--- src/hw/rtl/ssws_pkg.sv ---
`default_nettype none

package ssws_pkg;

    localparam int MAX_ENTRIES = 64;
    localparam int ADDR_W      = $clog2(MAX_ENTRIES);
    localparam int CNT_W       = $clog2(MAX_ENTRIES + 1);
    localparam int SCORE_W     = 7;
    localparam int RANK_W      = 6;
    localparam int SUM_W       = 13;
    localparam int CMP_W       = CNT_W + RANK_W;

    localparam logic [SCORE_W-1:0] SCORE_MAX   = 7'd100;
    localparam logic [SCORE_W-1:0] GRADE_A_MIN = 7'd90;
    localparam logic [SCORE_W-1:0] GRADE_B_MIN = 7'd80;
    localparam logic [SCORE_W-1:0] GRADE_C_MIN = 7'd70;
    localparam logic [SCORE_W-1:0] GRADE_D_MIN = 7'd60;
    localparam logic [SUM_W-1:0]   SUM_LIMIT   = 13'd8191;
    localparam int                 NUM_CLASSES = 5;

    typedef enum logic [1:0] {
        OP_INSERT = 2'd0,
        OP_READ   = 2'd1,
        OP_CLEAR  = 2'd2,
        OP_NONE   = 2'd3
    } t_op;

    typedef enum logic [1:0] {
        ST_OK        = 2'd0,
        ST_BAD_SCORE = 2'd1,
        ST_FULL      = 2'd2,
        ST_BAD_RANK  = 2'd3
    } t_status;

    typedef enum logic [2:0] {
        LT_A = 3'd0,
        LT_B = 3'd1,
        LT_C = 3'd2,
        LT_D = 3'd3,
        LT_F = 3'd4
    } t_letter;

    typedef enum logic [2:0] {
        S_IDLE,
        S_DECODE,
        S_INS_RD,
        S_INS_CMP,
        S_FINISH
    } t_state;

    typedef struct packed {
        logic capture;
        logic rd_rank;
        logic rd_prev;
        logic wr_new;
        logic wr_shift;
        logic clear;
        logic load_out;
    } t_cmd;

    typedef struct packed {
        t_op     op;
        t_status code;
        logic    k_zero;
        logic    rd_ge;
    } t_stat;

    function automatic t_letter letter_of(input logic [SCORE_W-1:0] s);
        t_letter l;
        if (s >= GRADE_A_MIN) begin
            l = LT_A;
        end else if (s >= GRADE_B_MIN) begin
            l = LT_B;
        end else if (s >= GRADE_C_MIN) begin
            l = LT_C;
        end else if (s >= GRADE_D_MIN) begin
            l = LT_D;
        end else begin
            l = LT_F;
        end
        return l;
    endfunction

endpackage

`default_nettype wire

--- src/hw/rtl/score_sorter_with_statistics.sv ---
`default_nettype none

// Keeps up to 64 scores (0..100) sorted highest first, with entry count, highest, lowest,
// running total and A/B/C/D/F class counts. One transaction in gives one result out.
// Insert walks the store from the tail, moving each lower entry down one place with a
// read-compare-write pair through the store's read and write ports, and writes the new
// score once a stored score at or above it is met or the head is reached. Read rank,
// clear and rejected inserts go straight from decode to finish. The result register
// lets a new transaction in while a result is held.

module score_sorter_with_statistics (
    input  wire logic        i_clk,
    input  wire logic        i_rst_n,
    input  wire logic        i_in_valid,
    output logic             o_in_stall,
    input  wire logic [1:0]  i_operation,
    input  wire logic [6:0]  i_score,
    input  wire logic [5:0]  i_rank,
    output logic             o_out_valid,
    input  wire logic        i_out_stall,
    output logic [1:0]       o_status,
    output logic [6:0]       o_rank_score,
    output logic [2:0]       o_letter,
    output logic [6:0]       o_entry_count,
    output logic [6:0]       o_highest,
    output logic [6:0]       o_lowest,
    output logic [12:0]      o_total,
    output logic [6:0]       o_count_a,
    output logic [6:0]       o_count_b,
    output logic [6:0]       o_count_c,
    output logic [6:0]       o_count_d,
    output logic [6:0]       o_count_f
);

    ssws_pkg::t_cmd  cmd;
    ssws_pkg::t_stat stat;

    ssws_ctrl u_ctrl (
        .i_clk       (i_clk),
        .i_rst_n     (i_rst_n),
        .i_in_valid  (i_in_valid),
        .o_in_stall  (o_in_stall),
        .o_out_valid (o_out_valid),
        .i_out_stall (i_out_stall),
        .i_stat      (stat),
        .o_cmd       (cmd)
    );

    ssws_datapath u_datapath (
        .i_clk         (i_clk),
        .i_rst_n       (i_rst_n),
        .i_cmd         (cmd),
        .o_stat        (stat),
        .i_operation   (i_operation),
        .i_score       (i_score),
        .i_rank        (i_rank),
        .o_status      (o_status),
        .o_rank_score  (o_rank_score),
        .o_letter      (o_letter),
        .o_entry_count (o_entry_count),
        .o_highest     (o_highest),
        .o_lowest      (o_lowest),
        .o_total       (o_total),
        .o_count_a     (o_count_a),
        .o_count_b     (o_count_b),
        .o_count_c     (o_count_c),
        .o_count_d     (o_count_d),
        .o_count_f     (o_count_f)
    );

endmodule

`default_nettype wire

--- src/hw/rtl/ssws_ctrl.sv ---
`default_nettype none

module ssws_ctrl (
    input  wire logic           i_clk,
    input  wire logic           i_rst_n,
    input  wire logic           i_in_valid,
    output logic                o_in_stall,
    output logic                o_out_valid,
    input  wire logic           i_out_stall,
    input  wire ssws_pkg::t_stat i_stat,
    output ssws_pkg::t_cmd      o_cmd
);

    ssws_pkg::t_state r_state, n_state;
    logic             r_out_valid, n_out_valid;

    always_ff @(posedge i_clk) begin
        if (!i_rst_n) begin
            r_state     <= ssws_pkg::S_IDLE;
            r_out_valid <= 1'b0;
        end else begin
            r_state     <= n_state;
            r_out_valid <= n_out_valid;
        end
    end

    always_comb begin
        n_state = r_state;
        o_cmd   = '0;
        n_out_valid = r_out_valid && i_out_stall;
        case (r_state)
            ssws_pkg::S_IDLE: begin
                if (i_in_valid) begin
                    o_cmd.capture = 1'b1;
                    n_state = ssws_pkg::S_DECODE;
                end
            end
            ssws_pkg::S_DECODE: begin
                n_state = ssws_pkg::S_FINISH;
                if (i_stat.code == ssws_pkg::ST_OK) begin
                    if (i_stat.op == ssws_pkg::OP_INSERT) begin
                        n_state = ssws_pkg::S_INS_RD;
                    end else if (i_stat.op == ssws_pkg::OP_READ) begin
                        o_cmd.rd_rank = 1'b1;
                    end else if (i_stat.op == ssws_pkg::OP_CLEAR) begin
                        o_cmd.clear = 1'b1;
                    end
                end
            end
            ssws_pkg::S_INS_RD: begin
                if (i_stat.k_zero) begin
                    o_cmd.wr_new = 1'b1;
                    n_state = ssws_pkg::S_FINISH;
                end else begin
                    o_cmd.rd_prev = 1'b1;
                    n_state = ssws_pkg::S_INS_CMP;
                end
            end
            ssws_pkg::S_INS_CMP: begin
                if (i_stat.rd_ge) begin
                    o_cmd.wr_new = 1'b1;
                    n_state = ssws_pkg::S_FINISH;
                end else begin
                    o_cmd.wr_shift = 1'b1;
                    n_state = ssws_pkg::S_INS_RD;
                end
            end
            ssws_pkg::S_FINISH: begin
                if (!r_out_valid || !i_out_stall) begin
                    o_cmd.load_out = 1'b1;
                    n_out_valid = 1'b1;
                    n_state = ssws_pkg::S_IDLE;
                end
            end
            default: begin
                n_state = ssws_pkg::S_IDLE;
            end
        endcase
    end

    assign o_in_stall  = (r_state != ssws_pkg::S_IDLE);
    assign o_out_valid = r_out_valid;

endmodule

`default_nettype wire

--- src/hw/rtl/ssws_datapath.sv ---
`default_nettype none

module ssws_datapath (
    input  wire logic                        i_clk,
    input  wire logic                        i_rst_n,
    input  wire ssws_pkg::t_cmd              i_cmd,
    output ssws_pkg::t_stat                  o_stat,
    input  wire logic [1:0]                  i_operation,
    input  wire logic [ssws_pkg::SCORE_W-1:0] i_score,
    input  wire logic [ssws_pkg::RANK_W-1:0]  i_rank,
    output logic [1:0]                       o_status,
    output logic [6:0]                       o_rank_score,
    output logic [2:0]                       o_letter,
    output logic [6:0]                       o_entry_count,
    output logic [6:0]                       o_highest,
    output logic [6:0]                       o_lowest,
    output logic [12:0]                      o_total,
    output logic [6:0]                       o_count_a,
    output logic [6:0]                       o_count_b,
    output logic [6:0]                       o_count_c,
    output logic [6:0]                       o_count_d,
    output logic [6:0]                       o_count_f
);

    localparam int AW = ssws_pkg::ADDR_W;
    localparam int CW = ssws_pkg::CNT_W;
    localparam int SW = ssws_pkg::SCORE_W;

    logic [SW-1:0] mem [ssws_pkg::MAX_ENTRIES];

    ssws_pkg::t_op     r_op;
    ssws_pkg::t_status r_code, n_code;
    logic [SW-1:0]     r_score;
    logic [AW-1:0]     r_rank;
    logic [AW-1:0]     r_k;
    logic [SW-1:0]     r_rdata;

    logic [CW-1:0]              r_count;
    logic [SW-1:0]              r_high;
    logic [SW-1:0]              r_low;
    logic [ssws_pkg::SUM_W-1:0] r_sum;
    logic [CW-1:0]              r_cls [ssws_pkg::NUM_CLASSES];

    logic [ssws_pkg::SUM_W:0] n_sum;
    ssws_pkg::t_letter        new_letter;
    ssws_pkg::t_letter        rd_letter;
    logic                     rank_ok;
    logic                     full;
    logic                     rd_en;
    logic [AW-1:0]            rd_addr;
    logic                     wr_en;
    logic [SW-1:0]            wr_data;
    logic                     rank_hit;

    assign full    = r_count >= CW'(ssws_pkg::MAX_ENTRIES);
    assign rank_ok = ssws_pkg::CMP_W'(i_rank) < ssws_pkg::CMP_W'(r_count);

    always_comb begin
        n_code = ssws_pkg::ST_OK;
        case (ssws_pkg::t_op'(i_operation))
            ssws_pkg::OP_INSERT: begin
                if (i_score > ssws_pkg::SCORE_MAX) begin
                    n_code = ssws_pkg::ST_BAD_SCORE;
                end else if (full) begin
                    n_code = ssws_pkg::ST_FULL;
                end
            end
            ssws_pkg::OP_READ: begin
                if (!rank_ok) begin
                    n_code = ssws_pkg::ST_BAD_RANK;
                end
            end
            default: begin
                n_code = ssws_pkg::ST_OK;
            end
        endcase
    end

    always_ff @(posedge i_clk) begin
        if (i_cmd.capture) begin
            r_op    <= ssws_pkg::t_op'(i_operation);
            r_code  <= n_code;
            r_score <= i_score;
            r_rank  <= AW'(i_rank);
            r_k     <= AW'(r_count);
        end else if (i_cmd.wr_shift) begin
            r_k <= r_k - 1'b1;
        end
    end

    // simple dual-port store: one read and one write per cycle, registered read
    assign rd_en   = i_cmd.rd_rank || i_cmd.rd_prev;
    assign rd_addr = i_cmd.rd_rank ? r_rank : r_k - 1'b1;
    assign wr_en   = i_cmd.wr_new || i_cmd.wr_shift;
    assign wr_data = i_cmd.wr_new ? r_score : r_rdata;

    always_ff @(posedge i_clk) begin
        if (wr_en) begin
            mem[r_k] <= wr_data;
        end
        if (rd_en) begin
            r_rdata <= mem[rd_addr];
        end
    end

    assign new_letter = ssws_pkg::letter_of(r_score);
    assign n_sum      = {1'b0, r_sum} + (ssws_pkg::SUM_W + 1)'(r_score);

    always_ff @(posedge i_clk) begin
        if (!i_rst_n || i_cmd.clear) begin
            r_count <= '0;
            r_high  <= '0;
            r_low   <= '0;
            r_sum   <= '0;
            for (int i = 0; i < ssws_pkg::NUM_CLASSES; i++) begin
                r_cls[i] <= '0;
            end
        end else if (i_cmd.wr_new) begin
            r_count <= r_count + 1'b1;
            if (r_count == '0 || r_score > r_high) begin
                r_high <= r_score;
            end
            if (r_count == '0 || r_score < r_low) begin
                r_low <= r_score;
            end
            if (n_sum > (ssws_pkg::SUM_W + 1)'(ssws_pkg::SUM_LIMIT)) begin
                r_sum <= ssws_pkg::SUM_LIMIT;
            end else begin
                r_sum <= n_sum[ssws_pkg::SUM_W-1:0];
            end
            for (int i = 0; i < ssws_pkg::NUM_CLASSES; i++) begin
                if (new_letter == ssws_pkg::t_letter'(3'(i))) begin
                    r_cls[i] <= r_cls[i] + 1'b1;
                end
            end
        end
    end

    assign rank_hit  = (r_op == ssws_pkg::OP_READ) && (r_code == ssws_pkg::ST_OK);
    assign rd_letter = ssws_pkg::letter_of(r_rdata);

    always_ff @(posedge i_clk) begin
        if (i_cmd.load_out) begin
            o_status      <= r_code;
            o_rank_score  <= rank_hit ? r_rdata : '0;
            o_letter      <= rank_hit ? rd_letter : ssws_pkg::LT_A;
            o_entry_count <= 7'(r_count);
            o_highest     <= r_high;
            o_lowest      <= r_low;
            o_total       <= r_sum;
            o_count_a     <= 7'(r_cls[0]);
            o_count_b     <= 7'(r_cls[1]);
            o_count_c     <= 7'(r_cls[2]);
            o_count_d     <= 7'(r_cls[3]);
            o_count_f     <= 7'(r_cls[4]);
        end
    end

    assign o_stat.op     = r_op;
    assign o_stat.code   = r_code;
    assign o_stat.k_zero = (r_k == '0);
    assign o_stat.rd_ge  = (r_rdata >= r_score);

endmodule

`default_nettype wire
--- config.mk ---
export PLATFORM = sky130hd
export DESIGN_NAME = score_sorter_with_statistics
export DESIGN_NICKNAME = d
export VERILOG_FILES = /design/src/hw/rtl/ssws_pkg.sv /design/src/hw/rtl/score_sorter_with_statistics.sv /design/src/hw/rtl/ssws_ctrl.sv /design/src/hw/rtl/ssws_datapath.sv
export SDC_FILE = /design/constraint.sdc
export NUM_CORES = 1
export LEC_CHECK = 0
export BUFFER_PORTS_ARGS = -buffer_cell sky130_fd_sc_hd__buf_2
export CELL_PAD_IN_SITES_DETAIL_PLACEMENT = 1
export CELL_PAD_IN_SITES_GLOBAL_PLACEMENT = 1
export CORE_MARGIN = 2
export CORE_UTILIZATION = 40
export DETAILED_ROUTE_END_ITERATION = 6
export PLACE_DENSITY_LB_ADDON = 0.3
export SETUP_SLACK_MARGIN = 0.05
export SLEW_MARGIN = 20
export SYNTH_ARGS = -nofsm -noshare
export SYNTH_HDL_FRONTEND = slang
export SYNTH_HIERARCHICAL = 1
export SYNTH_SLANG_ARGS = --single-unit
--- constraint.sdc ---
create_clock -name i_clk -period 5.32 [get_ports i_clk]
set_input_delay 1.064 -clock i_clk [delete_from_list [all_inputs] [get_ports i_clk]]
set_output_delay 1.064 -clock i_clk [all_outputs]
set_load 0.05 [all_outputs]
=== Yosys cells after proc, flatten, opt, wreduce, memory -nomap -nowiden ===
Memories as Yosys holds them, arrays and structs flattened. A register that Yosys moved wholly into a read port is not among the register bits.
Cells that the tools add are included.

* Shifts and indexed selects: 0
* Add/sub/neg operators: 8
* Divide/modulo/power cells: 0
* Reductions and logical operators: 26
* Mux-type cells: 74
* $mul: 0
* Equality and inequality tests: 13
* Magnitude comparators: 15
* Bitwise logic cells: 6

{| class="wikitable"
|+ Operators with widths
! operator !! count
|-
| 7-bit greater-or-equal comparator (second input constant) || 7
|-
| 1-bit two-way mux || 46
|-
| 7-bit by 1-bit adder with 7-bit output (second input constant) || 6
|-
| 7-bit two-way mux || 6
|-
| 3-bit two-way mux || 11
|-
| 6-bit two-way mux || 3
|-
| 3-bit one-hot mux with 5 select lines || 1
|-
| 13-bit by 7-bit adder with 14-bit output || 1
|-
| 7-bit by 6-bit greater-or-equal comparator with 1-bit output (second input constant) || 2
|-
| 14-bit by 13-bit greater-than comparator with 1-bit output (second input constant) || 1
|-
| 13-bit two-way mux || 1
|-
| 3-bit by 2-bit equality test with 1-bit output (second input constant) || 4
|-
| 2-bit two-way mux || 4
|-
| 7-bit greater-or-equal comparator || 1
|-
| 7-bit greater-than comparator || 1
|-
| 7-bit greater-than comparator (second input constant) || 1
|-
| 7-bit zero test || 1
|-
| 6-bit by 7-bit < comparator with 1-bit output || 1
|-
| 7-bit < comparator || 1
|-
| 3-bit by 1-bit equality test with 1-bit output (second input constant) || 2
|-
| 3-bit equality test (second input constant) || 2
|-
| 2-bit zero test || 3
|-
| 3-bit zero test || 2
|-
| 6-bit zero test || 1
|-
| 18 further kinds || 33
|}

* Input bits: 19
* Bits in registers: 142
* Latch bits: 0
* Memory bits (writable): 483
* Logic and storage cells: 169
* Output and inout bits: 83
* Memory bits (read-only): 0
* Memories kept: 2

{| class="wikitable"
|+ Memories
! memory !! depth !! width !! read ports !! clocked after Yosys merged registers in !! write ports !! RTL line !! source
|-
| u_datapath.mem || 64 || 7 || 1 || 1 || 1 || ssws_datapath.sv:29 || <nowiki>logic [SW-1:0] mem [ssws_pkg::MAX_ENTRIES];</nowiki>
|-
| u_datapath.r_cls || 5 || 7 || 5 || 0 || 5 || ssws_datapath.sv:42 || <nowiki>logic [CW-1:0] r_cls [ssws_pkg::NUM_CLASSES];</nowiki>
|}

=== Longest topological paths before layout ===
* Word-level depth: 11
* Depth in mapped cells: 17
* Gate-level depth less buffers: 16

=== By module ===
The synthesis kept the hierarchy.

{| class="wikitable"
|+ By module, submodules not included
! module !! area each (um^2) !! cells each !! instances
|-
| ssws_datapath || 25431.9 || 1620 || 1
|-
| ssws_ctrl || 264.0 || 30 || 1
|}

=== Least setup slack after synthesis ===
No wires, ideal clock.

* Kind: in2reg
* Start point: in i_out_stall
* End point: reg u_datapath.o_count_a[0] (read register of u_datapath.r_cls) (enable)
* Setup slack: -0.128 ns
* Cell stages on the path: 1
* Arrival: 4.902 ns
* Cell sequence: a21oi_1

* Cells in the longest elaborated chain, start to end: 4

{| class="wikitable"
|+ Ends and longest elaborated chain
! item !! RTL line !! source
|-
| start, declared || score_sorter_with_statistics.sv:20 || <nowiki>input wire logic i_out_stall,</nowiki>
|-
| 1-bit zero test || ssws_ctrl.sv:69 || <nowiki>if (!r_out_valid || !i_out_stall) begin</nowiki>
|-
| 1-bit logical OR || ssws_ctrl.sv:69 ||
|-
| 1-bit two-way mux || ssws_ctrl.sv:69 ||
|-
| 1-bit two-way mux || ssws_ctrl.sv:31 || <nowiki>case (r_state)</nowiki>
|-
| end, declared || ssws_datapath.sv:18 || <nowiki>output logic [6:0] o_count_a,</nowiki>
|}

No other way between the ends.
A chain may end at the register's enable or synchronous reset.

==> reports/summary.txt <==
Yosys top cell by area - edfxtp_1
Cells after DPL - 2564
Post-CTS Hold Buffers - 0
R2R Setup Slk - 0.94 ns
# port buffers - 101
Detailed Place HPWL - 43.8 mm
final hold violations - 0
WP buf/inv - 0
outcome - finished, final reports clean
DRC Markers - 0
grt ovf - 0
first-pass GRT wire length - 100 mm
setup slack at placement - 0.940 ns
syn nets - 1710
initial antenna violation count - 1
routed length per instance - 24.8 µm
asr flop ratio synth - 0
post-synthesis sequential area ratio - 0.724
Synth top area share - 0.694
share of layout cells above drive strength 1 - 0.182
register share of total power - 0.491
clock sink total - 632
HP Class - reg2reg
warning count from the yosys run - 6
I/O pin total - 102
Worst Path Max Fanout - 20
root buf cell - clkbuf_16
RSZ-0062 raised after global routing - false
power per cell area - 381 mW/mm²
max-cap viol count - 0
WP data required - 5.54 ns
Starting Density - 0.406
Crit path max-delay family - simple AND/OR/NAND/NOR gates
DIE WIDTH - 257 µm
post-route insts no fill - 2690
CP endpoint kind - flip-flop
number of flops mapped to enable cells by yosys - 594
Fmax achieved - 228 MHz
DP Area - 0.0272 mm²
RePlAce Congestion - 0.851
Clk Latency, worst-skew pair - 0.61 ns
Critical Path, Cell by Cell - or3_1 -> nor3b_1 -> mux2i_1 -> nor2_4 -> or2_2 -> nand3_1 -> nor2_1
most frequent cells in the layout - edfxtp_1, nand2_1, nor2_1
CTS H-Tree Depth - 3
Tcrit/Tclk final - 0.824
startpoint types - flip-flop
Max transition margin - 0.286
Total GRT Usage - 0.201
1st-iter DRT viols - 1306
Power Internal - 8.40 mW
vias in the first global route - 15600
largest net degree at the start of global routing - 82
Detail Route Antenna Nets - 0
fin area - 0.0294 mm²
Setup WS post-layout - 0.935 ns
clk buf depth - 3
leak pwr - 9.81 nW
switching portion of total power - 0.250
slowest CP cell - nor2_1
Post-CTS Resized - 0
area of the mapped netlist - 0.0257 mm²
WL final - 66.7 mm
Worst-path clk slew - 0.06 ns
Synth cell types - 73
Die H - 257 µm
Psw - 2.80 mW
Fin Clk Skew - 0.0258 ns
synth top area cells - edfxtp_1, mux4_2, dfxtp_1, nand2_1, nor2_1
CTS buffer count - 69
CP max stage delay - 0.76 ns
CTS tree - built
post-layout min period - 4.38 ns
critical setup path kind - reg2reg
Die ar. - 0.0663 mm²
Worst Tran Pin Value - 1.07 ns
final net count - 1850
first-pass iteration count of the detailed router - 5
Layout area overhead - 14.3%
Core Box Area - 0.0633 mm²
power share of the combinational group - 0.113
Synth Area per Inst - 15.6 µm²
Yosys reg bits - 632
Rows - 92
peak supply drop - 0.205 mV
Worst EP arrival - 4.61 ns
post-CTS setup buffers - 0
Mapped Cells - 1650
Clk pwr share - 0.395
Final Max Tran Viols - 0
Vias/cell - 5.57
detailed-route via count - 15000
commonest non-fill, non-tap cell in the layout - edfxtp_1
Final setup viols - 0
most used flip-flop cell after synthesis - edfxtp_1
==> worst paths after layout <==
| check | start | endpoint | cells past startpoint |
|---|---|---|---|
| max | u_datapath/r_k[3]$_DFFE_PP_ | u_datapath/mem[1][2]$_DFFE_PP_ | 7 |
| min | u_datapath/r_cls[0][20]$_SDFFCE_PN0P_ | u_datapath/o_count_c[6]$_DFFE_PP_ | 0 |
| max reg2reg | u_datapath/r_k[3]$_DFFE_PP_ | u_datapath/mem[1][2]$_DFFE_PP_ | 7 |
| min reg2reg | u_datapath/r_cls[0][20]$_SDFFCE_PN0P_ | u_datapath/o_count_c[6]$_DFFE_PP_ | 0 |
==> logic make-up (layout without fill, tap and decap cells) <==
group           Yosys count  after routing  synth area share
flops                   632            632             0.724
buf+inv                 108            300            0.0203
xor+xnor                 39             39            0.0133
simple gates            516            516            0.0929
fa+ha+maj                41             41            0.0203
other cells               0              2                 0
compound gates          198            198            0.0533
mux                     116            116            0.0762
==> per-stage QoR <==
| stage | util | setup TNS, ns | hold WS (ns) | power [mW] |
|---|---|---|---|---|
| 3_5_place_dp | 0.430 | 0 | 0.457 | 6.86 |
| 2_1_floorplan | - | -14.06 | 0.425 | 6.42 |
| 4_1_cts | 0.463 | 0 | 0.471 | 11.3 |
| 5_1_grt | 0.464 | 0 | 0.481 | 11.6 |
| 3_3_place_gp | 0.430 | 0 | 0.450 | 6.84 |
| 6_report | 0.464 | 0 | 0.463 | 11.2 |
==> cell usage after synthesis (21+ instances only) <==
library cell / number
nand3_1: 70
inv_1: 39
mux4_2: 63
mux2i_1: 47
o21ai_0: 26
o22ai_1: 45
nand2_1: 180
edfxtp_1: 594
clkbuf_1: 29
buf_2: 21
nor2_1: 136
ha_1: 40
a21oi_1: 31
dfxtp_1: 38
xnor2_1: 21
==> area by class of cell <==
cell class,count,area (µm²)
repair buffers,138,828
clock buffers,89,1860
flip-flops and latches,632,18600
multi-input cells,910,6650
diodes,2,5.00
fillers,6231,33900
clock inverters,34,215
well taps,846,1060
inverters,39,146
==> power by group through the flow <==
stage	Sequential, mW	Clock [mW]	Combinational (mW)
finish	5.50	4.43	1.27
global route	5.50	4.71	1.35
CTS	5.50	4.52	1.26
detailed placement	5.61	0	1.26
global placement	5.60	0	1.24
floorplan	5.65	0	0.779
==> state kept, by name (all words and copies together) (netlist names), 13 cells and up <==
register and count:
u_datapath/mem 448, u_datapath/r_sum 13, u_datapath/r_cls 35, u_datapath/o_total 13
==> layer usage <==
| layer | GRT usage | share of wire | up-vias |
|---|---|---|---|
| met5 | 0 | 0 | - |
| met4 | 0.0644 | 0.024 | 0 |
| met3 | 0.0404 | 0.066 | 97 |
| met2 | 0.323 | 0.48 | 526 |
| met1 | 0.275 | 0.43 | 7705 |
| li1 | - | - | 6649 |
(Power assumes the default switching activity.)
